`src/design/wrms_pkg.sv`:
```
// Shared types and constants for the windowed RMS column block.
`timescale 1ns / 1ps
package wrms_pkg;

  localparam int unsigned SumW = 48;
  localparam int unsigned RowW = 15;

  typedef enum logic [2:0] {
    ST_IDLE,
    ST_DIV,
    ST_SQRT,
    ST_MUL,
    ST_HDIV,
    ST_LANE,
    ST_OUT
  } wrms_state_t;

  typedef enum logic [2:0] {
    CFG_STEREO    = 3'd0,
    CFG_WIDE      = 3'd1,
    CFG_WINDOW    = 3'd2,
    CFG_HEIGHT    = 3'd3,
    CFG_COUNT     = 3'd4
  } wrms_cfg_idx_t;

  // controller -> datapath
  typedef struct packed {
    logic accept;     // take the sample on the input port
    logic div_start;  // load sum / window divider
    logic div_step;
    logic sqrt_start;
    logic sqrt_step;
    logic hdiv_start; // load height * rms into the divider
    logic hdiv_step;
    logic lane_store; // store geometry for the current lane
    logic lane_sel;   // 0 left, 1 right
    logic close;      // clear sums as the result is loaded
    logic out_load;
  } wrms_cmd_t;

  // datapath -> controller
  typedef struct packed {
    logic window_done;
    logic finished;
    logic step_last;
    logic stereo;
  } wrms_stat_t;

endpackage

```
`src/design/wrms_ctrl.sv`:
```
// Sequencer for accumulate, divide, root and geometry steps.
`timescale 1ns / 1ps
module wrms_ctrl (
  input  logic                clk,
  input  logic                rst_n,
  input  logic                in_valid,
  output logic                in_stall,
  input  logic                out_busy,
  input  wrms_pkg::wrms_stat_t stat,
  output wrms_pkg::wrms_cmd_t  cmd
);
  import wrms_pkg::*;

  wrms_state_t state_r, state_nxt;
  logic        lane_r, lane_nxt;

  always_ff @(posedge clk) begin
    if (!rst_n) begin
      state_r <= ST_IDLE;
      lane_r  <= 1'b0;
    end else begin
      state_r <= state_nxt;
      lane_r  <= lane_nxt;
    end
  end

  always_comb begin
    state_nxt = state_r;
    lane_nxt  = lane_r;
    unique case (state_r)
      ST_IDLE: begin
        lane_nxt = 1'b0;
        if (in_valid && stat.window_done && !stat.finished) state_nxt = ST_DIV;
      end
      ST_DIV:  if (stat.step_last) state_nxt = ST_SQRT;
      ST_SQRT: if (stat.step_last) state_nxt = ST_MUL;
      ST_MUL:  state_nxt = ST_HDIV;
      ST_HDIV: if (stat.step_last) state_nxt = ST_LANE;
      ST_LANE: begin
        if (stat.stereo && !lane_r) begin
          lane_nxt  = 1'b1;
          state_nxt = ST_DIV;
        end else begin
          state_nxt = ST_OUT;
        end
      end
      ST_OUT:  if (!out_busy) state_nxt = ST_IDLE;
      default: state_nxt = ST_IDLE;
    endcase
  end

  always_comb begin
    cmd      = '0;
    in_stall = 1'b1;
    cmd.lane_sel = lane_r;
    unique case (state_r)
      ST_IDLE: begin
        in_stall   = 1'b0;
        cmd.accept = in_valid;
        cmd.div_start = in_valid && stat.window_done && !stat.finished;
      end
      ST_DIV: begin
        cmd.div_step   = 1'b1;
        cmd.sqrt_start = stat.step_last;
      end
      ST_SQRT: cmd.sqrt_step = 1'b1;
      ST_MUL:  cmd.hdiv_start = 1'b1;
      ST_HDIV: cmd.hdiv_step = 1'b1;
      ST_LANE: begin
        cmd.lane_store = 1'b1;
        cmd.div_start  = stat.stereo && !lane_r;
        cmd.lane_sel   = lane_r;
      end
      ST_OUT: begin
        cmd.out_load = !out_busy;
        cmd.close    = !out_busy;
      end
      default: ;
    endcase
  end
endmodule

```
`src/design/wrms_dpath.sv`:
```
// Accumulators, shared serial divider, square root and column geometry.
`timescale 1ns / 1ps
module wrms_dpath (
  input  logic                clk,
  input  logic                rst_n,
  input  logic                cfg_stereo,
  input  logic                cfg_wide,
  input  logic [15:0]         cfg_window,
  input  logic [11:0]         cfg_height,
  input  logic [15:0]         cfg_count,
  input  logic signed [15:0]  in_sample,
  input  wrms_pkg::wrms_cmd_t  cmd,
  output wrms_pkg::wrms_stat_t stat,
  output logic [15:0]         col_idx,
  output logic signed [14:0]  l_top,
  output logic signed [14:0]  l_bot,
  output logic                l_stub,
  output logic signed [14:0]  r_top,
  output logic signed [14:0]  r_bot,
  output logic                r_stub
);
  import wrms_pkg::*;

  logic [SumW-1:0] lsum_r, rsum_r;
  logic [16:0]     cnt_r;
  logic            phase_r;
  logic [15:0]     done_r;

  logic [16:0] win;
  logic signed [15:0] val;
  logic [31:0] sq;
  logic        frame_end;
  logic [16:0] cnt_inc;
  logic        finished;

  assign win      = (cfg_window == 16'd0) ? 17'd1 : {1'b0, cfg_window};
  assign finished = ({1'b0, done_r} >= {1'b0, cfg_count});
  assign val      = cfg_wide ? in_sample : {8'd0, in_sample[7:0]};
  assign sq       = 32'($signed(val) * $signed(val));
  assign frame_end = !cfg_stereo || phase_r;
  assign cnt_inc  = (cnt_r == 17'h1FFFF) ? cnt_r : cnt_r + 17'd1;

  // Shared restoring divider: quotient over 48 steps, remainder 17 bits.
  logic [SumW-1:0] q_r;
  logic [17:0]     rem_r;
  logic [16:0]     dvs_r;
  logic [5:0]      step_r;
  logic [17:0]     rem_sh;
  logic            ge;

  // Square root: 24 steps of two bits.
  logic [SumW-1:0] x_r;
  logic [25:0]     sr_r;
  logic [23:0]     root_r;
  logic [25:0]     sr_sh, trial;

  logic [35:0]     prod;
  logic [15:0]     fs;

  always_comb begin
    if (cfg_stereo) fs = cfg_wide ? 16'h7F00 : 16'h007F;
    else            fs = cfg_wide ? 16'h3F00 : 16'h003F;
  end

  assign rem_sh = {rem_r[16:0], q_r[SumW-1]};
  assign ge     = rem_sh >= {1'b0, dvs_r};
  assign sr_sh  = {sr_r[23:0], x_r[SumW-1 -: 2]};
  assign trial  = {root_r, 2'b01};
  assign prod   = 36'(cfg_height) * 36'(root_r);

  always_ff @(posedge clk) begin
    if (cmd.div_start) begin
      // in mono the closing sample is still being added to the left sum
      q_r    <= cmd.lane_sel ^ (cmd.lane_store) ? rsum_r :
                (cfg_stereo ? lsum_r : lsum_r + SumW'(sq));
      rem_r  <= '0;
      dvs_r  <= win;
      step_r <= 6'(SumW - 1);
    end else if (cmd.div_step) begin
      q_r    <= {q_r[SumW-2:0], ge};
      rem_r  <= ge ? rem_sh - {1'b0, dvs_r} : rem_sh;
      step_r <= cmd.sqrt_start ? 6'(SumW / 2 - 1) : step_r - 6'd1;
    end else if (cmd.sqrt_start) begin
      step_r <= 6'(SumW / 2 - 1);
    end else if (cmd.sqrt_step) begin
      step_r <= step_r - 6'd1;
    end else if (cmd.hdiv_start) begin
      q_r    <= {12'd0, prod};
      rem_r  <= '0;
      dvs_r  <= {1'b0, fs};
      step_r <= 6'(SumW - 1);
    end else if (cmd.hdiv_step) begin
      q_r    <= {q_r[SumW-2:0], ge};
      rem_r  <= ge ? rem_sh - {1'b0, dvs_r} : rem_sh;
      step_r <= step_r - 6'd1;
    end
  end

  // quotient of the first divide, formed combinationally during its last step
  logic [SumW-1:0] quo_final;
  assign quo_final = {q_r[SumW-2:0], ge};

  always_ff @(posedge clk) begin
    if (cmd.sqrt_start) begin
      x_r    <= quo_final;
      sr_r   <= '0;
      root_r <= '0;
    end else if (cmd.sqrt_step) begin
      x_r <= {x_r[SumW-3:0], 2'b00};
      if (sr_sh >= trial) begin
        sr_r   <= sr_sh - trial;
        root_r <= {root_r[22:0], 1'b1};
      end else begin
        sr_r   <= sr_sh;
        root_r <= {root_r[22:0], 1'b0};
      end
    end
  end

  assign stat.step_last   = (step_r == 6'd0);
  assign stat.finished    = finished;
  assign stat.stereo      = cfg_stereo;
  assign stat.window_done = frame_end && (cnt_inc >= win);

  // Lane geometry from the height quotient (q_r holds it after ST_HDIV).
  logic [15:0] h;
  logic [13:0] cen;
  logic signed [14:0] ctr, half, top, bot;
  logic        stub;
  assign h    = q_r[15:0];
  always_comb begin
    if (!cfg_stereo)      cen = 14'(cfg_height >> 1);
    else if (!cmd.lane_sel) cen = 14'(cfg_height >> 2);
    else                  cen = 14'((14'(cfg_height) * 14'd3) >> 2);
  end
  assign ctr  = {1'b0, cen};
  assign stub = (h <= 16'd1);
  assign half = 15'(h >> 1);
  assign top  = stub ? ctr : ctr - half;
  assign bot  = stub ? ctr : ctr + half;

  logic signed [14:0] lt_r, lb_r, rt_r, rb_r;
  logic lst_r, rst_r;

  always_ff @(posedge clk) begin
    if (cmd.lane_store && !cmd.lane_sel) begin
      lt_r <= top; lb_r <= bot; lst_r <= stub;
      rt_r <= '0;  rb_r <= '0;  rst_r <= 1'b0;
    end
    if (cmd.lane_store && cmd.lane_sel) begin
      rt_r <= top; rb_r <= bot; rst_r <= stub;
    end
  end

  assign col_idx = done_r;
  assign l_top = lt_r; assign l_bot = lb_r; assign l_stub = lst_r;
  assign r_top = rt_r; assign r_bot = rb_r; assign r_stub = rst_r;

  always_ff @(posedge clk) begin
    if (!rst_n) begin
      lsum_r  <= '0;
      rsum_r  <= '0;
      cnt_r   <= '0;
      phase_r <= 1'b0;
      done_r  <= '0;
    end else if (cmd.close) begin
      lsum_r  <= '0;
      rsum_r  <= '0;
      cnt_r   <= '0;
      phase_r <= 1'b0;
      done_r  <= done_r + 16'd1;
    end else if (cmd.accept && !finished) begin
      if (cfg_stereo && phase_r) begin
        rsum_r  <= rsum_r + SumW'(sq);
        phase_r <= 1'b0;
      end else begin
        lsum_r  <= lsum_r + SumW'(sq);
        phase_r <= cfg_stereo;
      end
      cnt_r <= cnt_inc;
    end
  end
endmodule

```
`src/design/windowed_rms_waveform_columns.sv`:
```
// Top level of the windowed RMS column meter.
//
// Samples enter on in_sample with in_valid/in_stall, interleaved left and
// right in stereo mode. Each accepted sample is squared and added to its
// lane's sum. The sample that closes a window starts the back end: per
// lane a 48-step serial divide by the window, a 24-step square root, the
// ST_MUL state to load height * rms and a 48-step divide by full scale,
// plus the ST_LANE state to store the lane, one shared divider doing both
// divides. ST_OUT then loads the output register; in_stall stays high
// over the whole pass, through both lanes in stereo. A column is shown on
// out_* with out_valid and held while out_stall is high; sampling resumes
// meanwhile, and the next column waits in the back end until it is taken.
// Other samples do not stall the input. After column_count columns samples
// are accepted and dropped. Configuration goes in through cfg_valid/
// cfg_ready/cfg_index/cfg_data and is always ready; write it only while
// idle. Synchronous reset restores register defaults and clears sums and
// counters.
`timescale 1ns / 1ps
module windowed_rms_waveform_columns (
  input  logic               clk,
  input  logic               rst_n,
  input  logic               in_valid,
  output logic               in_stall,
  input  logic signed [15:0] in_sample,
  output logic               out_valid,
  input  logic               out_stall,
  output logic [15:0]        out_column,
  output logic signed [14:0] out_left_top,
  output logic signed [14:0] out_left_bottom,
  output logic               out_left_stub,
  output logic signed [14:0] out_right_top,
  output logic signed [14:0] out_right_bottom,
  output logic               out_right_stub,
  input  logic               cfg_valid,
  output logic               cfg_ready,
  input  logic [2:0]         cfg_index,
  input  logic [15:0]        cfg_data
);
  import wrms_pkg::*;

  logic        stereo_r, wide_r;
  logic [15:0] window_r, count_r;
  logic [11:0] height_r;

  assign cfg_ready = 1'b1;

  always_ff @(posedge clk) begin
    if (!rst_n) begin
      stereo_r <= 1'b0;
      wide_r   <= 1'b1;
      window_r <= 16'd12250;
      height_r <= 12'd15;
      count_r  <= 16'd1024;
    end else if (cfg_valid) begin
      unique case (cfg_index)
        CFG_STEREO: stereo_r <= cfg_data[0];
        CFG_WIDE:   wide_r   <= cfg_data[0];
        CFG_WINDOW: window_r <= cfg_data;
        CFG_HEIGHT: height_r <= cfg_data[11:0];
        CFG_COUNT:  count_r  <= cfg_data;
        default: ;
      endcase
    end
  end

  wrms_cmd_t  cmd;
  wrms_stat_t stat;
  logic       out_busy;
  logic [15:0] col;
  logic signed [14:0] lt, lb, rt, rb;
  logic ls, rs;

  assign out_busy = out_valid && out_stall;

  wrms_ctrl u_ctrl (
    .clk, .rst_n, .in_valid, .in_stall, .out_busy, .stat, .cmd
  );

  wrms_dpath u_dpath (
    .clk, .rst_n,
    .cfg_stereo(stereo_r), .cfg_wide(wide_r), .cfg_window(window_r),
    .cfg_height(height_r), .cfg_count(count_r),
    .in_sample, .cmd, .stat,
    .col_idx(col), .l_top(lt), .l_bot(lb), .l_stub(ls),
    .r_top(rt), .r_bot(rb), .r_stub(rs)
  );

  always_ff @(posedge clk) begin
    if (!rst_n) begin
      out_valid <= 1'b0;
    end else if (cmd.out_load) begin
      out_valid <= 1'b1;
    end else if (!out_stall) begin
      out_valid <= 1'b0;
    end
  end

  always_ff @(posedge clk) begin
    if (cmd.out_load) begin
      out_column       <= col;
      out_left_top     <= lt;
      out_left_bottom  <= lb;
      out_left_stub    <= ls;
      out_right_top    <= rt;
      out_right_bottom <= rb;
      out_right_stub   <= rs;
    end
  end
endmodule

```
`config.mk`:
```
export PLATFORM = sky130hd
export DESIGN_NAME = windowed_rms_waveform_columns
export DESIGN_NICKNAME = d
export VERILOG_FILES = /design/src/design/wrms_pkg.sv /design/src/design/wrms_ctrl.sv /design/src/design/wrms_dpath.sv /design/src/design/windowed_rms_waveform_columns.sv
export SDC_FILE = /design/constraint.sdc
export NUM_CORES = 2
export LEC_CHECK = 0
export BUFFER_PORTS_ARGS = -buffer_cell sky130_fd_sc_hd__buf_2
export CAP_MARGIN = 40
export CELL_PAD_IN_SITES_DETAIL_PLACEMENT = 1
export CELL_PAD_IN_SITES_GLOBAL_PLACEMENT = 2
export CORE_AREA = 4 4 328 330
export DETAILED_ROUTE_END_ITERATION = 6
export DIE_AREA = 0 0 332 334
export GPL_TIMING_DRIVEN = 0
export HOLD_SLACK_MARGIN = 0.15
export PLACE_DENSITY_LB_ADDON = 0.1
export SLEW_MARGIN = 5
export SYNTH_ARGS = -nofsm -noshare
export SYNTH_HDL_FRONTEND = slang
export SYNTH_SLANG_ARGS = --single-unit
```
`constraint.sdc`:
```
create_clock -name clk -period 26.4 [get_ports clk]
set_clock_uncertainty 0.15 [all_clocks]
set_input_delay 5.28 -clock clk [delete_from_list [all_inputs] [get_ports clk]]
set_output_delay 5.28 -clock clk [all_outputs]
set_load 0.02 [all_outputs]
```
== Word level (Yosys, flattened, before mapping) ==
Index checks and enable logic that the tools add are counted.

* $lt $le $gt $ge: 5
* Bitwise gates (word level): 3
* Equal/unequal tests: 25
* Reductions and logical operators: 39
* Multiply operators: 3
* Multiplexer cells: 65
* Add/sub/neg operators: 9

{| class="wikitable"
|+ Operators with widths
! cell !! count
|-
| $mux W48 || 10
|-
| $mux W17 || 12
|-
| $add A48 B32 Y48 || 2
|-
| $mux W15 || 6
|-
| $mux W16 || 3
|-
| $mul A12 B24 Y36 || 1
|-
| $mux W6 || 6
|-
| $mul A16 B16 Y32 || 1
|-
| $mux W14 || 2
|-
| $ge A26 B26 Y1 || 1
|-
| $mux W24 || 1
|-
| $sub A24 B24 Y24 || 1
|-
| $pmux W3 S7 || 1
|-
| $ge A18 B17 Y1 || 1
|-
| $mux W3 || 6
|-
| $ne A2 B1 Y1 const B || 9
|-
| $add A17 B1 Y17 const B || 1
|-
| $eq A17 B17 Y1 const B || 1
|-
| $ge A17 B17 Y1 || 1
|-
| $sub A17 B17 Y17 || 1
|-
| $add A16 B1 Y16 const B || 1
|-
| $ge A16 B16 Y1 || 1
|-
| $le A16 B1 Y1 const B || 1
|-
| $logic_not A16 Y1 || 1
|-
| other kinds (30) || 78
|}

* Output and inout port bits: 81
* Bits of input ports: 40
* Flip-flop bits (word level): 505

== Longest topological paths before layout ==
* Depth in word-level cells: 9
* Mapped depth: 39
* Gate-level depth less buffers: 37

== Hierarchy ==
Synthesis repeated with hierarchy kept, for this count alone.

* Cells, all modules: 5018
* Area total of the unflattened synthesis: 46153.0 sq um

{| class="wikitable"
|+ Modules (own cells, without submodules)
! module !! area an instance (sq um) !! cells each !! times used
|-
| wrms_dpath || 41514.8 || 4698 || 1
|-
| windowed_rms_waveform_columns || 4282.9 || 270 || 1
|-
| wrms_ctrl || 355.3 || 50 || 1
|}

== Worst setup path after synthesis ==
OpenSTA, ideal clock, no wires.

* Path type: input to register
* Start: input in_sample[15]
* End: register u_dpath.q_r[47], data pin
* Stages: 35
* Library setup time: 262 ps
* Data required time: 25988 ps
* Data arrival time: 13286 ps
* Slack: 12702 ps
* Path through: nand2_1 -> inv_1 -> clkbuf_1 -> nand2_1 -> inv_1 -> fa_1 -> inv_1 -> fa_1 -> inv_1 -> fa_1 -> fa_1 -> fa_1 -> inv_1 -> fa_1 -> inv_1 -> ha_1 -> a21o_1 -> a21oi_1 -> o21a_1 -> a31o_2 -> o311a_1 -> o21ai_0 -> a21o_1 -> a21oi_1 -> xnor2_1 -> ha_1 -> clkbuf_1 -> nand4_1 -> or3_1 -> o21ai_1 -> a21oi_2 -> or3_1 -> nor3_1 -> xnor2_1 -> o21ai_1

* Word-level cells in the longest chain between the ends: 6

{| class="wikitable"
|+ RTL lines
! item !! line !! RTL
|-
| start: declaration || windowed_rms_waveform_columns.sv:24 || <nowiki>input logic signed [15:0] in_sample,</nowiki>
|-
| $mux W16 || wrms_dpath.sv:38 || <nowiki>assign val = cfg_wide ? in_sample : {8'd0, in_sample[7:0]};</nowiki>
|-
| $mul A16 B16 Y32 || wrms_dpath.sv:39 || <nowiki>assign sq = 32'($signed(val) * $signed(val));</nowiki>
|-
| $add A48 B32 Y48 || wrms_dpath.sv:75 || <nowiki>(cfg_stereo ? lsum_r : lsum_r + SumW'(sq));</nowiki>
|-
| $mux W48 || wrms_dpath.sv:75 ||
|-
| $mux W48 || wrms_dpath.sv:74 || <nowiki>q_r <= cmd.lane_sel ^ (cmd.lane_store) ? rsum_r :</nowiki>
|-
| $mux W48 || wrms_dpath.sv:72 || <nowiki>if (cmd.div_start) begin</nowiki>
|-
| end signal: assignment || wrms_dpath.sv:74 ||
|-
| end signal: assignment || wrms_dpath.sv:80 || <nowiki>q_r <= {q_r[SumW-2:0], ge};</nowiki>
|-
| end signal: assignment || wrms_dpath.sv:88 || <nowiki>q_r <= {12'd0, prod};</nowiki>
|-
| end: declaration || wrms_dpath.sv:44 || <nowiki>logic [SumW-1:0] q_r;</nowiki>
|}

Every way passes these cells.
A chain may end at the register's enable or synchronous reset.

== Final worst setup path ==
Ends and elaborated chain as after synthesis.

==> reports/metrics.yaml <==
post_drt_wl_per_cell_um: 22.1
drtPass1Iterations: 5
multiInputGateArea_um2: 29800
ctsRootBufferMaster: "clkbuf_16"
cts-resized-gates: 0
cts_buffer_depth: 3
cts-hold-fix-buffers: 0
criticalPathCategory: "primary input to register"
start_util_pct: 43.7
yosys.area.top_type: "fa_1"
fin_area_um2: 50500
grt_max_degree: 36
diodes: 0
maxCapViolCount: 0
cp.required_ns: 26.64
synth_mux_area_share_pct: 1.12
rows: 119
fillerInstances: 12404
outcome: "complete, no violations"
slew_viol_final: 0
die-area_um2: 111000
final_antenna_net_count: 0
fmax_mhz: 64.6
die_x_um: 332
antenna_found_initial: 0
track_usage_pct: 27.1
coreArea_um2: 105000
io_pins: 121
cp_max_fo: 13
crit_path_end_kind: "register"
synth_edf_count: 248
hold_class: "register to register"
netlist_area_um2: 45800
cts_setup_buffers: 0
nNetsFinal: 6187
cts-buffers-inserted: 59
drc: 0
period_share_pct: 58.6
arrival_ns: 15.71
ys_seq_elements: 500
ys.flop_type: "dfxtp_1"
maxSlewHeadroom_pct: 33.1
met2_usage_pct: 46.6
setup_viol: 0
io_buffers: 116
gr-max-usage-layer: "met2"
syn-instance-count: 5144
synth_nets: 5986
clk_latency_ns: 0.69
synth_top_cell_area_share_pct: 20.2
regArea_um2: 12500
crit_slowest_cell: "xnor2_1"
met1_usage_pct: 36.9
synth_xor_area_share_pct: 5.03
finalWeightedCongestion: 0.878
rsz0062_at_grt: "false"
synthAdderAreaFrac_pct: 29.5
crit_path_start_kind: "primary input"
synthTopCellsByArea: "fa_1, edfxtp_1, dfxtp_1"
synth_seq_area_share_pct: 27.3
first_global_vias: 39454
use_met3_pct: 2.47
vias: 37308
synth_top_family_by_area: "adder cells"
vias_per_cell: 5.50
final_common_cell: "nand2_1"
place_area_um2: 48500
grt_pass1_wl_um: 235000
drive_gt1_share_pct: 5.43
final_cell_mix: "nand2_1, inv_1, fa_1, ha_1, nor2_1"
yosysUniqueCellTypes: 85
timing.setup.tns_ns: 0
async_flop_share_pct: 0
syn_to_final_growth_pct: 10.2
clk_pin_slew_ns: 0.06
die_h_um: 334
synthSimpleGateAreaFrac_pct: 16.4
hpwl_um: 124000
finalCriticalPeriod_ns: 15.47
cts.htree.levels: 2
drt_iter0_drc: 1933
max_stage_delay_ns: 0.67
avgSynthCellArea_um2: 8.90
cts_sinks: 500
grt-ovfl-total: 0
cts_tree: "yes"
yosys_warnings: 0
drt-total-wl_um: 150000
synth_compound_area_share_pct: 13.0
tightest_slew_ns: 1.00
hold_violations: 0
[synthesized netlist by cell type (13+ instances only)]
| master | number |
|---|---|
| o21a_1 | 24 |
| or3_1 | 34 |
| a21boi_0 | 45 |
| o21ai_0 | 236 |
| xor2_1 | 92 |
| mux2i_1 | 48 |
| o211ai_1 | 45 |
| ha_1 | 341 |
| nor4_1 | 18 |
| nor3_1 | 63 |
| a21o_1 | 84 |
| and2_1 | 134 |
| a211oi_1 | 43 |
| nor2_1 | 324 |
| edfxtp_1 | 248 |
| a21oi_1 | 318 |
| nand3_1 | 107 |
| o31ai_1 | 13 |
| and3_1 | 60 |
| xnor2_1 | 171 |
| nand2b_1 | 41 |
| fa_1 | 461 |
| o21bai_1 | 30 |
| nand2_1 | 741 |
| clkbuf_1 | 215 |
| nor2b_1 | 37 |
| nand4_1 | 39 |
| a31oi_1 | 25 |
| inv_1 | 668 |
| dfxtp_1 | 252 |
[layout make-up]
cell class                 instances  area share (%)
multi-input combinational       3726            59.1
timing repair buffer             140            1.85
clock inverter                    25           0.615
sequential                       500            24.8
inverter                         671            4.99
buffer                           247            1.94
tap                             1391            3.45
clock buffer                      87            3.32
[worst paths after layout]
path	cells after the start	to	slack, ns	startpoint
max	36	u_dpath.q_r[47]	10.93	in_sample[15]
min reg2reg	0	out_right_top[2]	0.27	u_dpath.r_top[2]
max reg2reg	33	u_dpath.rsum_r[47]	15.14	wide_r
min	0	out_right_top[2]	0.27	u_dpath.r_top[2]
[routing by layer]
layer / vias up / share of wire [%]
met2: 714 / 48
met5: - / 0
met3: 187 / 3.9
met1: 19041 / 45
li1: 17366 / -
met4: 0 / 2.6
[logic make-up (layout without fill, tap and decap cells)]
family,count (synthesis),after routing
AOI/OAI and AO/OA,965,965
xor gates and xnor gates,263,263
adders and majority gates,802,802
buffers and inverters,918,1170
DFF,500,500
muxes,51,51
other,1,1
and+or+nand+nor,1644,1644
[registers in the layout (all words and copies together) (netlist names), 15 cells and up]
name,cells
count_r,16
out_column,16
out_left_top,15
out_right_top,15
u_dpath.cnt_r,17
u_dpath.col_idx,16
u_dpath.dvs_r,16
u_dpath.l_bot,15
u_dpath.lsum_r,48
u_dpath.q_r,48
u_dpath.r_top,15
u_dpath.rem_r,17
u_dpath.root_r,24
u_dpath.rsum_r,48
u_dpath.sr_r,24
u_dpath.x_r,48
window_r,16
[through the flow]
| step | utilization (%) | std cells | worst slack [ns] | hold WS [ns] |
|---|---|---|---|---|
| 6_report | 48.1 | 6787 | 10.93 | 0.269 |
| 5_1_grt | 48.1 | 6787 | 10.38 | 0.273 |
| 4_1_cts | 48.1 | 6786 | 11.00 | 0.271 |
| 3_5_place_dp | 46.2 | 6674 | 10.33 | 0.256 |
| 3_3_place_gp | 45.9 | 6651 | 10.35 | 0.253 |
| 2_1_floorplan | - | 5144 | 12.70 | 0.250 |
[worst max-delay path, delay by kind of cell]
family                     cells  cell delay, ns
AOI/OAI and AO/OA             11            2.19
xor gates and xnor gates       2            0.84
adders and majority gates      8            3.45
buffers and inverters          9            1.95
and+or+nand+nor                6            1.95
Power is left out: the tool's default activity adds up to more than one toggle a clock period on the data nets, which glitch-free logic cannot reach.
